[src/assert_macros.svh]
// Assertion helper macros shared by the RTL.
`ifndef ASSERT_MACROS_SVH
`define ASSERT_MACROS_SVH

// Check that a condition implies something on the following clock edge.
`define ASSERT_NEXT(label, clk, rst_n, cond, expr, msg) \
  label: assert property (@(posedge clk) disable iff (!rst_n) (cond) |=> (expr)) \
    else $error(msg);

// Check that a condition holds on every clock edge.
`define ASSERT_ALWAYS(label, clk, rst_n, expr, msg) \
  label: assert property (@(posedge clk) disable iff (!rst_n) (expr)) \
    else $error(msg);

`endif

[src/scic_pkg.sv]
`timescale 1ns / 1ps
// ----------------------------------------------------------------------------
// scic_pkg
// Shared types and codes of the smart-card interface controller.
// ----------------------------------------------------------------------------
package scic_pkg;

  localparam logic [3:0] OP_CTRL_WR  = 4'd0;
  localparam logic [3:0] OP_CTRL_RD  = 4'd1;
  localparam logic [3:0] OP_RX_RD    = 4'd2;
  localparam logic [3:0] OP_COUNT_RD = 4'd3;
  localparam logic [3:0] OP_TX_WR    = 4'd4;
  localparam logic [3:0] OP_TXFC_WR  = 4'd5;
  localparam logic [3:0] OP_RXFC_WR  = 4'd6;
  localparam logic [3:0] OP_CARD_BYTE = 4'd7;
  localparam logic [3:0] OP_CARD_DONE = 4'd8;
  localparam logic [3:0] OP_CLOCK    = 4'd9;
  localparam logic [3:0] OP_TICK     = 4'd10;

  localparam logic [2:0] KIND_ACK      = 3'd0;
  localparam logic [2:0] KIND_READ     = 3'd1;
  localparam logic [2:0] KIND_IRQ      = 3'd2;
  localparam logic [2:0] KIND_CARD_BYTE = 3'd3;
  localparam logic [2:0] KIND_ACTIVATE = 3'd4;

  localparam logic [7:0] IRQ_TX = 8'h10;
  localparam logic [7:0] IRQ_RX = 8'h40;
  localparam logic [7:0] IRQ_NONE = 8'h00;

  localparam logic [1:0] REG_ENABLED = 2'd0;
  localparam logic [1:0] REG_CARD    = 2'd1;
  localparam logic [1:0] REG_TICKS   = 2'd2;

  typedef enum logic [2:0] {
    ST_IDLE,
    ST_RXRD,
    ST_FLUSH_RD,
    ST_FLUSH_OUT,
    ST_EMIT
  } state_t;

endpackage

[src/sim_card_interface_controller.sv]
`timescale 1ns / 1ps
// Timing: an item's first result is registered on acceptance; a popping rx
//   read waits in ST_RXRD for ring data, a flush passes ST_FLUSH_RD and sends
//   one transmit memory byte per cycle. Throughput: one item per cycle for items
//   with one result and no memory read; receiver stalls hold both rates.
// Reset: rst_n is synchronous and active low; it clears all control state.
//   The queue memories are not cleared; fill pointers track valid entries.
// ----------------------------------------------------------------------------
// sim_card_interface_controller
// Register-level smart-card interface controller with rx ring and tx queue.
// ----------------------------------------------------------------------------
`include "assert_macros.svh"

module sim_card_interface_controller
  import scic_pkg::*;
#(
  parameter int RX_DEPTH = 256,
  parameter int TX_DEPTH = 32
) (
  input  logic        clk,
  input  logic        rst_n,
  input  logic        in_valid,
  output logic        in_ready,
  input  logic [3:0]  in_op,
  input  logic [7:0]  in_data,
  output logic        out_valid,
  input  logic        out_ready,
  output logic [2:0]  out_kind,
  output logic [7:0]  out_value,
  output logic [7:0]  out_int_status,
  output logic        out_last,
  input  logic        cfg_psel,
  input  logic        cfg_penable,
  input  logic        cfg_pwrite,
  input  logic [3:0]  cfg_paddr,
  input  logic [31:0] cfg_pwdata,
  output logic [31:0] cfg_prdata,
  output logic        cfg_pready
);
  localparam int RXA = (RX_DEPTH > 1) ? $clog2(RX_DEPTH) : 1;
  localparam int RXL = $clog2(RX_DEPTH + 1);
  localparam int TXA = (TX_DEPTH > 1) ? $clog2(TX_DEPTH) : 1;
  localparam int TXL = $clog2(TX_DEPTH + 1);
  localparam logic [RXL-1:0] RX_FULL = RXL'(RX_DEPTH);
  localparam logic [TXL-1:0] TX_FULL = TXL'(TX_DEPTH);
  localparam logic [RXA-1:0] RX_LAST = RXA'(RX_DEPTH - 1);

  // Configuration registers
  logic        enabled_r, card_present_r;
  logic [15:0] char_ticks_r;
  logic        cfg_wr;
  logic [1:0]  cfg_idx;

  // Controller state
  logic [7:0]     ctrl_reg_r, ctrl_reg_nxt;
  logic [RXA-1:0] rx_head_r, rx_head_nxt, rx_tail_r, rx_tail_nxt;
  logic [RXL-1:0] rx_level_r, rx_level_nxt, rx_snap_r, rx_snap_nxt;
  logic           holding_r, holding_nxt;
  logic [7:0]     irq_r, irq_nxt;
  logic           txe_r, txe_nxt;
  logic [TXL-1:0] tx_level_r, tx_level_nxt;
  logic [7:0]     rxfc_r, rxfc_nxt, txfc_r, txfc_nxt;
  logic           clk_on_r, clk_on_nxt;
  logic           armed_r, armed_nxt;
  logic [15:0]    left_r, left_nxt;
  logic           await_r, await_nxt, await_flush_r, await_flush_nxt;

  // Sequencer and output register
  state_t         state_r, state_nxt;
  logic [TXL-1:0] fl_cnt_r, fl_cnt_nxt, fl_num_r, fl_num_nxt;
  logic [TXL-1:0] fl_prev;
  logic           ov_r, ov_nxt;
  logic [2:0]     ok_r, ok_nxt;
  logic [7:0]     oval_r, oval_nxt, oirq_r, oirq_nxt;
  logic           olast_r, olast_nxt;

  // Memory ports
  logic           rx_we, tx_we;
  logic [7:0]     rx_rdata, tx_rdata;
  logic [TXA-1:0] tx_raddr;

  logic accept, out_free, active, pop_fire;

  assign cfg_pready = 1'b1;
  assign cfg_wr     = cfg_psel && cfg_penable && cfg_pwrite;
  assign cfg_idx    = cfg_paddr[3:2];

  always_comb begin
    case (cfg_idx)
      REG_ENABLED: cfg_prdata = {31'd0, enabled_r};
      REG_CARD:    cfg_prdata = {31'd0, card_present_r};
      REG_TICKS:   cfg_prdata = {16'd0, char_ticks_r};
      default:     cfg_prdata = 32'd0;
    endcase
  end

  always_ff @(posedge clk) begin
    if (!rst_n) begin
      enabled_r      <= 1'b1;
      card_present_r <= 1'b1;
      char_ticks_r   <= 16'd1;
    end else if (cfg_wr && cfg_paddr[1:0] == 2'd0) begin
      case (cfg_idx)
        REG_ENABLED: enabled_r      <= cfg_pwdata[0];
        REG_CARD:    card_present_r <= cfg_pwdata[0];
        REG_TICKS:   char_ticks_r   <= cfg_pwdata[15:0];
        default:     ;
      endcase
    end
  end

  // Receive ring and transmit queue memories
  scic_ram #(.WIDTH(8), .DEPTH(RX_DEPTH)) u_rx_ram (
    .clk(clk), .we(rx_we), .waddr(rx_tail_r), .wdata(in_data),
    .raddr(rx_head_r), .rdata(rx_rdata)
  );
  scic_ram #(.WIDTH(8), .DEPTH(TX_DEPTH)) u_tx_ram (
    .clk(clk), .we(tx_we), .waddr(tx_level_r[TXA-1:0]), .wdata(in_data),
    .raddr(tx_raddr), .rdata(tx_rdata)
  );

  assign out_free = !ov_r || out_ready;
  assign in_ready = (state_r == ST_IDLE) && out_free;
  assign accept   = in_valid && in_ready;
  assign active   = enabled_r && clk_on_r && ctrl_reg_r[7];
  assign rx_we    = accept && in_op == OP_CARD_BYTE && rx_level_r < RX_FULL;
  assign tx_we    = accept && in_op == OP_TX_WR && active && tx_level_r < TX_FULL;
  // The read address stays one ahead of the byte being sent; hold it on the
  // waiting byte while the receiver stalls.
  assign fl_prev  = fl_cnt_r - 1'b1;
  assign tx_raddr = (state_r == ST_FLUSH_OUT && !out_free) ? fl_prev[TXA-1:0]
                                                           : fl_cnt_r[TXA-1:0];
  assign pop_fire = holding_r && rx_level_r != '0;

  assign out_valid      = ov_r;
  assign out_kind       = ok_r;
  assign out_value      = oval_r;
  assign out_int_status = oirq_r;
  assign out_last       = olast_r;

  always_ff @(posedge clk) begin
    if (!rst_n) begin
      ctrl_reg_r <= '0; rx_head_r <= '0; rx_tail_r <= '0; rx_level_r <= '0;
      rx_snap_r <= '0; holding_r <= 1'b0; irq_r <= '0; txe_r <= 1'b0;
      tx_level_r <= '0; rxfc_r <= '0; txfc_r <= '0; clk_on_r <= 1'b0;
      armed_r <= 1'b0; left_r <= '0; await_r <= 1'b0; await_flush_r <= 1'b0;
      state_r <= ST_IDLE; fl_cnt_r <= '0; fl_num_r <= '0; ov_r <= 1'b0;
    end else begin
      ctrl_reg_r <= ctrl_reg_nxt; rx_head_r <= rx_head_nxt;
      rx_tail_r <= rx_tail_nxt; rx_level_r <= rx_level_nxt;
      rx_snap_r <= rx_snap_nxt; holding_r <= holding_nxt; irq_r <= irq_nxt;
      txe_r <= txe_nxt; tx_level_r <= tx_level_nxt; rxfc_r <= rxfc_nxt;
      txfc_r <= txfc_nxt; clk_on_r <= clk_on_nxt; armed_r <= armed_nxt;
      left_r <= left_nxt; await_r <= await_nxt; await_flush_r <= await_flush_nxt;
      state_r <= state_nxt; fl_cnt_r <= fl_cnt_nxt; fl_num_r <= fl_num_nxt;
      ov_r <= ov_nxt;
    end
  end

  always_ff @(posedge clk) begin
    ok_r <= ok_nxt; oval_r <= oval_nxt; oirq_r <= oirq_nxt; olast_r <= olast_nxt;
  end

  always_comb begin
    logic sched, resp, txc, arm;
    ctrl_reg_nxt = ctrl_reg_r; rx_head_nxt = rx_head_r; rx_tail_nxt = rx_tail_r;
    rx_level_nxt = rx_level_r; rx_snap_nxt = rx_snap_r; holding_nxt = holding_r;
    irq_nxt = irq_r; txe_nxt = txe_r; tx_level_nxt = tx_level_r;
    rxfc_nxt = rxfc_r; txfc_nxt = txfc_r; clk_on_nxt = clk_on_r;
    armed_nxt = armed_r; left_nxt = left_r; await_nxt = await_r;
    await_flush_nxt = await_flush_r; state_nxt = state_r;
    fl_cnt_nxt = fl_cnt_r; fl_num_nxt = fl_num_r;
    ov_nxt = ov_r && !out_ready;
    ok_nxt = ok_r; oval_nxt = oval_r; oirq_nxt = oirq_r; olast_nxt = olast_r;
    sched = 1'b0; resp = 1'b0; txc = 1'b0; arm = 1'b0;

    case (state_r)
      ST_IDLE: begin
        if (accept) begin
          // Default result: single ack, carrying status after the update
          ok_nxt = KIND_ACK; oval_nxt = 8'd0; olast_nxt = 1'b1;
          ov_nxt = 1'b1;
          case (in_op)
            OP_CTRL_WR: begin
              ctrl_reg_nxt = in_data;
              if (enabled_r && clk_on_r && in_data[7] && !ctrl_reg_r[7]) begin
                rx_head_nxt = '0; rx_tail_nxt = '0; rx_level_nxt = '0;
                holding_nxt = 1'b0; irq_nxt = IRQ_NONE; txe_nxt = 1'b0;
                tx_level_nxt = '0;
                if (card_present_r) begin
                  ok_nxt = KIND_ACTIVATE;
                  await_nxt = 1'b1; await_flush_nxt = 1'b0; rx_snap_nxt = '0;
                end
              end
            end
            OP_CTRL_RD: begin
              ok_nxt = KIND_READ;
              oval_nxt = active ? (ctrl_reg_r | 8'h40) : ctrl_reg_r;
            end
            OP_RX_RD: begin
              ok_nxt = KIND_READ;
              if (pop_fire) begin
                // Wait in ST_RXRD for the ring read data
                ov_nxt = 1'b0;
                state_nxt = ST_RXRD;
                rx_head_nxt = (rx_head_r == RX_LAST) ? '0 : rx_head_r + 1'b1;
                rx_level_nxt = rx_level_r - 1'b1;
                holding_nxt = 1'b0;
                if (rx_level_r != RXL'(1)) arm = 1'b1;
                else begin armed_nxt = 1'b0; left_nxt = '0; end
              end
            end
            OP_COUNT_RD: begin
              ok_nxt = KIND_READ;
              oval_nxt = {7'd0, pop_fire};
            end
            OP_TX_WR: begin
              if (tx_we) tx_level_nxt = tx_level_r + 1'b1;
            end
            OP_TXFC_WR: begin
              txfc_nxt = in_data;
              if (active && in_data == 8'd0 && txfc_r != 8'd0) begin
                rx_snap_nxt = rx_level_r;
                tx_level_nxt = '0;
                if (card_present_r) begin
                  await_nxt = 1'b1; await_flush_nxt = 1'b1;
                  if (tx_level_r != '0) begin
                    ov_nxt = 1'b0;
                    fl_cnt_nxt = '0; fl_num_nxt = tx_level_r;
                    state_nxt = ST_FLUSH_RD;
                  end
                end else begin
                  sched = 1'b1; txc = 1'b1;
                end
              end
            end
            OP_RXFC_WR: rxfc_nxt = in_data;
            OP_CARD_BYTE: begin
              if (rx_we) begin
                rx_tail_nxt = (rx_tail_r == RX_LAST) ? '0 : rx_tail_r + 1'b1;
                rx_level_nxt = rx_level_r + 1'b1;
              end
            end
            OP_CARD_DONE: begin
              if (await_r) begin
                await_nxt = 1'b0; sched = 1'b1;
                txc = await_flush_r;
                resp = await_flush_r ? (rx_level_r != rx_snap_r) : 1'b1;
              end
            end
            OP_CLOCK: begin
              if (in_data[0] != clk_on_r) begin
                clk_on_nxt = in_data[0];
                if (!in_data[0]) begin armed_nxt = 1'b0; left_nxt = '0; end
                else if (txe_r || (!holding_r && rx_level_r != '0)) arm = 1'b1;
              end
            end
            OP_TICK: begin
              if (armed_r) begin
                if (left_r > 16'd1) left_nxt = left_r - 1'b1;
                else begin
                  armed_nxt = 1'b0; left_nxt = '0;
                  if (enabled_r && clk_on_r) begin
                    if (txe_r) begin
                      txe_nxt = 1'b0; irq_nxt = irq_r | IRQ_TX;
                      ok_nxt = KIND_IRQ; arm = 1'b1;
                    end else if (rx_level_r != '0) begin
                      holding_nxt = 1'b1; irq_nxt = irq_r | IRQ_RX;
                      ok_nxt = KIND_IRQ;
                    end
                  end
                end
              end
            end
            default: ;
          endcase
          // Schedule the next interrupt after a response or transmit completion
          if (sched) begin
            if (resp) begin
              holding_nxt = 1'b0; txe_nxt = txc;
              if (txc || rx_level_r != '0) arm = 1'b1;
            end else if (txc && !txe_r) begin
              txe_nxt = 1'b1; arm = 1'b1;
            end
          end
          if (arm) begin armed_nxt = 1'b1; left_nxt = char_ticks_r; end
          oirq_nxt = irq_nxt;
        end
      end
      ST_RXRD: begin
        ok_nxt = KIND_READ; oval_nxt = rx_rdata; oirq_nxt = irq_r;
        olast_nxt = 1'b1; ov_nxt = 1'b1; state_nxt = ST_IDLE;
      end
      ST_FLUSH_RD: begin
        // Issue the first queue read
        fl_cnt_nxt = fl_cnt_r + 1'b1;
        state_nxt = ST_FLUSH_OUT;
      end
      ST_FLUSH_OUT: begin
        if (out_free) begin
          ok_nxt = KIND_CARD_BYTE; oval_nxt = tx_rdata; oirq_nxt = irq_r;
          ov_nxt = 1'b1;
          olast_nxt = (fl_cnt_r == fl_num_r);
          if (fl_cnt_r == fl_num_r) state_nxt = ST_IDLE;
          else fl_cnt_nxt = fl_cnt_r + 1'b1;
        end
      end
      default: state_nxt = ST_IDLE;
    endcase
  end

  `ASSERT_NEXT(a_rx_bound, clk, rst_n, 1'b1, rx_level_r <= RX_FULL,
    "rx level beyond depth")
  `ASSERT_ALWAYS(a_tx_bound, clk, rst_n, tx_level_r <= TX_FULL,
    "tx level beyond depth")
  `ASSERT_NEXT(a_out_hold, clk, rst_n, out_valid && !out_ready,
    out_valid && $stable(out_value) && $stable(out_kind), "result dropped")
  `ASSERT_ALWAYS(a_idle_ready, clk, rst_n,
    !in_ready || state_r == ST_IDLE, "input taken while busy")
endmodule

[src/scic_ram.sv]
`timescale 1ns / 1ps
// ----------------------------------------------------------------------------
// scic_ram
// Generic single-port-write, single-port-read RAM with registered read.
// ----------------------------------------------------------------------------
module scic_ram #(
  parameter int WIDTH = 8,
  parameter int DEPTH = 256
) (
  input  logic                     clk,
  input  logic                     we,
  input  logic [$clog2(DEPTH)-1:0] waddr,
  input  logic [WIDTH-1:0]         wdata,
  input  logic [$clog2(DEPTH)-1:0] raddr,
  output logic [WIDTH-1:0]         rdata
);
  logic [WIDTH-1:0] mem [DEPTH];

  always_ff @(posedge clk) begin
    if (we) begin
      mem[waddr] <= wdata;
    end
    rdata <= mem[raddr];
  end
endmodule

[config.mk]
export PLATFORM = sky130hd
export DESIGN_NAME = sim_card_interface_controller
export DESIGN_NICKNAME = d
export VERILOG_FILES = /design/src/scic_pkg.sv /design/src/sim_card_interface_controller.sv /design/src/scic_ram.sv
export VERILOG_INCLUDE_DIRS = /design/src /design/src/src
export SDC_FILE = /design/constraint.sdc
export NUM_CORES = 2
export LEC_CHECK = 0
export BUFFER_PORTS_ARGS = -buffer_cell sky130_fd_sc_hd__buf_2
export CAP_MARGIN = 20
export CORE_UTILIZATION = 45
export DETAILED_ROUTE_END_ITERATION = 10
export RECOVER_POWER = 50
export SYNTH_ARGS = -nofsm -noshare
export SYNTH_HDL_FRONTEND = slang
export SYNTH_HIERARCHICAL = 1
export SYNTH_SLANG_ARGS = --single-unit
[constraint.sdc]
create_clock -name clk -period 6.66 [get_ports clk]
set_clock_uncertainty 0.1 [all_clocks]
set_input_delay 0.666 -clock clk [delete_from_list [all_inputs] [get_ports clk]]
set_output_delay 0.666 -clock clk [all_outputs]
set_load 0.01 [all_outputs]
==> out/metrics.csv <==
stage,metric,value,unit
run_status,status,finished with violations,
run_status,failed_checks,"capacitance limit, slew limit",
cts,cts_tree,yes,
detailed_routing,drt_iter0_drc,5800,
placed_design,place.gp.congestion,0.858,
worst_hold_path,hold_path_depth,4,
run,cap_violations,21,
detailed_routing,routed_wl,240,mm
yosys,synth-edff-count,2324,
final_layout,post-route-util,50.7,%
yosys,avgSynthCellArea,19.1,µm²
cts,cts_setup_buffers,0,
setup_path,path_common_cell,clkbuf_1,
yosys,synth_area,97100,µm²
worst_hold_path,hold_path.class,primary input to register,
sta,rsz0062_at_grt,no,
detailed_routing,vias_per_cell,6.03,
setup_path,crit_arrival,5.68,ns
floorplanning,start_util,45.3,%
sta,slew_headroom,-172,%
sta,worstMarginPinSlew,4.07,ns
placed_design,port_buffers,76,
setup_path,cp-end-kind,register,
pwr,ir_drop,0.264,mV
global_routing,use_met1,31.8,%
yosys,yosysWarnings,6,
cts,htreeDepth,5,
floorplanning,fp.dieW,467,µm
global_routing,grt_start_max_net_pins,103,
yosys,ys_seq_area_share,74.7,%
floorplanning,die_y,467,µm
global_routing,grt_pass1_wl,349,mm
global_routing,antenna_found_initial,9,
sta,max_freq,196,MHz
sta,period_share,76.7,%
floorplanning,core_area,214000,µm²
yosys,ys_types,87,
cts,cts_buffer_depth,4,
final_layout,drive_above_1_share,20.1,%
global_routing,gr-total-overflow,0,
sta,finalSetupTns,0,ns
setup_path,crit_type,primary input to register,
detailed_routing,wl_per_cell,29.1,µm
pwr,p_leak,0.0325,µW
sta,min_period,5.11,ns
detailed_routing,num_vias,49809,
sta,hold_viol,0,
yosys,ys.flop_type,edfxtp_1,
detailed_routing,postRouteAntennaNets,0,
detailed_routing,drt-pass1-iter-count,8,
final_layout,fin_area,109000,µm²
global_routing,track_usage,22.1,%
setup_path,path_delay_family,buffers and inverters,
detailed_routing,drc,0,
setup_path,path_cells,dlygate4sd3_1 > clkbuf_1 > buf_4 > clkbuf_1 > buf_16,
cts,root_buffer,clkbuf_16,
setup_path,max_stage_delay,1.66,ns
placed_design,dp_hpwl,145,mm
cts,path_clk_slew,0.06,ns
cts,cts_made_buffers,274,
setup_path,worst-path-stages,5,
yosys,ys_ff_latch,2459,
setup_path,critPathLaunchType,primary input,
placed_design,place_area,100000,µm²
setup_path,cp.buffers_inverters,5,
global_routing,use_met2,34.0,%
global_routing,top_usage_layer,met2,
floorplanning,ios,110,
floorplanning,die_area,218000,µm²
yosys,syn_inst,5077,
final_layout,nets,5307,
setup_path,worst_r2r_path_depth,8,
sta,setup_viol,0,
cts,clk_latency,0.91,ns
cts,cts_sinks,2459,
setup_path,slowest_stage,clkbuf_1,
pwr,p_per_area,293,nW/µm²
sta,fin_hold_ws,0.0793,ns
floorplanning,core.rowCount,170,
yosys,ys_async_sr_fraction,0,%
setup_path,critPathMaxFanout,79,
final_layout,area_delta_synth_final,12.0,%
sta,slew_violations,1303,
global_routing,globalRouteMet3Util,4.39,%
global_routing,grt_pass1_vias,49922,
pwr,power,31900,µW
setup_path,crit_required,7.23,ns
## where the power goes
part	internal [µW]	switching, µW
clock network	8550	5830
registers	16900	13.1
logic	132	415
total	25600	6250
## per-stage QoR
| step | setup slack, ns | std cells |
|---|---|---|
| 3_3_place_gp | 2.26 | 7777 |
| 2_1_floorplan | 3.40 | 5092 |
| 4_1_cts | 2.34 | 8257 |
| 3_5_place_dp | 2.12 | 7777 |
| 5_1_grt | 1.14 | 8264 |
| 6_report | 1.55 | 8267 |
## synthesized netlist by cell type (all sizes together), types with 4 or more instances
library cell | number | area (µm²)
a31oi | 9 | 56.3
a2111oi | 5 | 52.6
or4 | 7 | 56.3
or3b | 4 | 35.0
mux2 | 9 | 101
nor4b | 5 | 58.8
dfxtp | 135 | 2700
nand3b | 7 | 52.6
edfxtp | 2324 | 69800
a221oi | 18 | 164
nand2b | 15 | 93.8
o22ai | 31 | 194
a211oi | 28 | 210
xor2 | 18 | 158
nand3 | 76 | 380
ha | 12 | 150
xnor2 | 22 | 193
a22oi | 137 | 1030
mux2i | 164 | 1640
inv | 22 | 82.6
o211ai | 12 | 90.1
clkbuf | 177 | 664
o32ai | 8 | 77.6
buf | 148 | 1230
o22a | 5 | 43.8
or2 | 11 | 68.8
and3 | 8 | 50.1
mux4 | 536 | 12100
a21oi | 179 | 903
a22o | 9 | 78.8
nor2b | 44 | 275
nor4 | 43 | 300
o221ai | 48 | 427
or3 | 10 | 62.6
nand2 | 163 | 612
and2 | 34 | 213
nor2 | 392 | 1470
o21ai | 65 | 325
o31ai | 9 | 67.6
nand4 | 23 | 144
nor3 | 51 | 255
## tightest hold or removal path, cell delays in order
cell and delay [ns]:
buf_2 0.12, nor3_1 0.06, mux2i_1 0.11, nand2_1 0.06
## cell families (layout without fill, tap and decap cells)
logic type               count (synthesis)  count (layout)  synth area share [%]
other                                    2              22               0.00773
flip-flops                            2459            2459                  74.7
XOR/XNOR                                40              40                 0.361
AO/OA/AOI/OAI                          599             599                  4.16
adder cells (fa/ha/maj)                 12              12                 0.155
multiplexers                           709             709                  14.2
AND/OR/NAND/NOR                        907             907                  4.39
buffers and inverters                  349             681                  2.04
## registers in the layout (all words and copies together), names as in the netlist, 2 cells and up
signal,flops
u_tx_ram/rdata,8
out_int_status,8
rx_head_r,8
tx_level_r,6
u_rx_ram/mem,2048
fl_num_r,6
rx_tail_r,8
left_r,16
irq_r,8
out_value,8
out_kind,3
u_rx_ram/rdata,8
u_tx_ram/mem,256
fl_cnt_r,6
rx_level_r,9
state_r,2
rx_snap_r,9
txfc_r,8
char_ticks_r,16
ctrl_reg_r,8
## routing by layer
metal,part of all wire (%),wire length (µm)
met5,0.012,29
met4,3.1,7430
met3,8.2,19600
met2,47,112000
met1,42,101000
## repair_timing
item | CTS | global route
hold buffers | 20 | 0
endpoints found under the setup margin | 0 | 0
endpoints found under the hold margin | 31 | 0
gates resized for setup | 0 | 0
## cell usage in the layout (no fill, tap or decap), types with 10 or more instances in the layout
cell,netlist,routed
clkbuf_1,177,102
o221ai_1,47,47
xor2_1,18,18
a21oi_1,177,177
clkinv_2,0,37
buf_2,31,46
a211oi_1,28,28
nor4_1,38,34
ha_1,12,12
nor3_1,51,51
mux2i_1,164,164
nand2b_1,15,15
nand3_1,76,76
bufinv_16,0,20
or2_2,10,10
xnor2_1,22,20
dlygate4sd3_1,0,20
o21ai_0,61,60
clkbuf_16,0,283
nand4_1,23,23
or3_1,10,10
buf_12,8,14
clkinv_1,2,45
mux4_2,536,536
buf_4,46,65
o22ai_1,31,31
o211ai_1,12,12
edfxtp_1,2324,2324
dfxtp_1,135,130
nor2b_1,44,41
inv_1,22,21
a22oi_1,137,137
and2_1,34,28
nand2_1,163,163
a221oi_1,17,17
conb_1,2,17
nor2_1,392,389
## path summary, 6_finish.rpt
path                              startpoint                             end  slack [ns]
hold reg to reg   ctrl_reg_r[6]$_SDFFE_PN0P_      ctrl_reg_r[6]$_SDFFE_PN0P_        0.35
setup reg to reg     state_r[1]$_SDFFE_PN0P_    u_rx_ram/mem[7][4]$_DFFE_PP_        2.14
hold / removal                  cfg_paddr[2]          enabled_r$_SDFFE_PN1P_        0.08
setup / recovery                  in_data[0]  u_rx_ram/mem[148][0]$_DFFE_PP_        1.55
## area by class of cell
type / count / area [µm²]
Multi-Input combinational cell: 2284 / 22700
Clock inverter: 113 / 1050
Clock buffer: 347 / 7360
Inverter: 24 / 90.1
Tap cell: 2838 / 3550
Timing Repair Buffer: 197 / 1450
Fill cell: 17202 / 106000
Sequential cell: 2459 / 72500
Antenna cell: 5 / 12.5
Note: power is estimated with default switching activity, not from simulation.
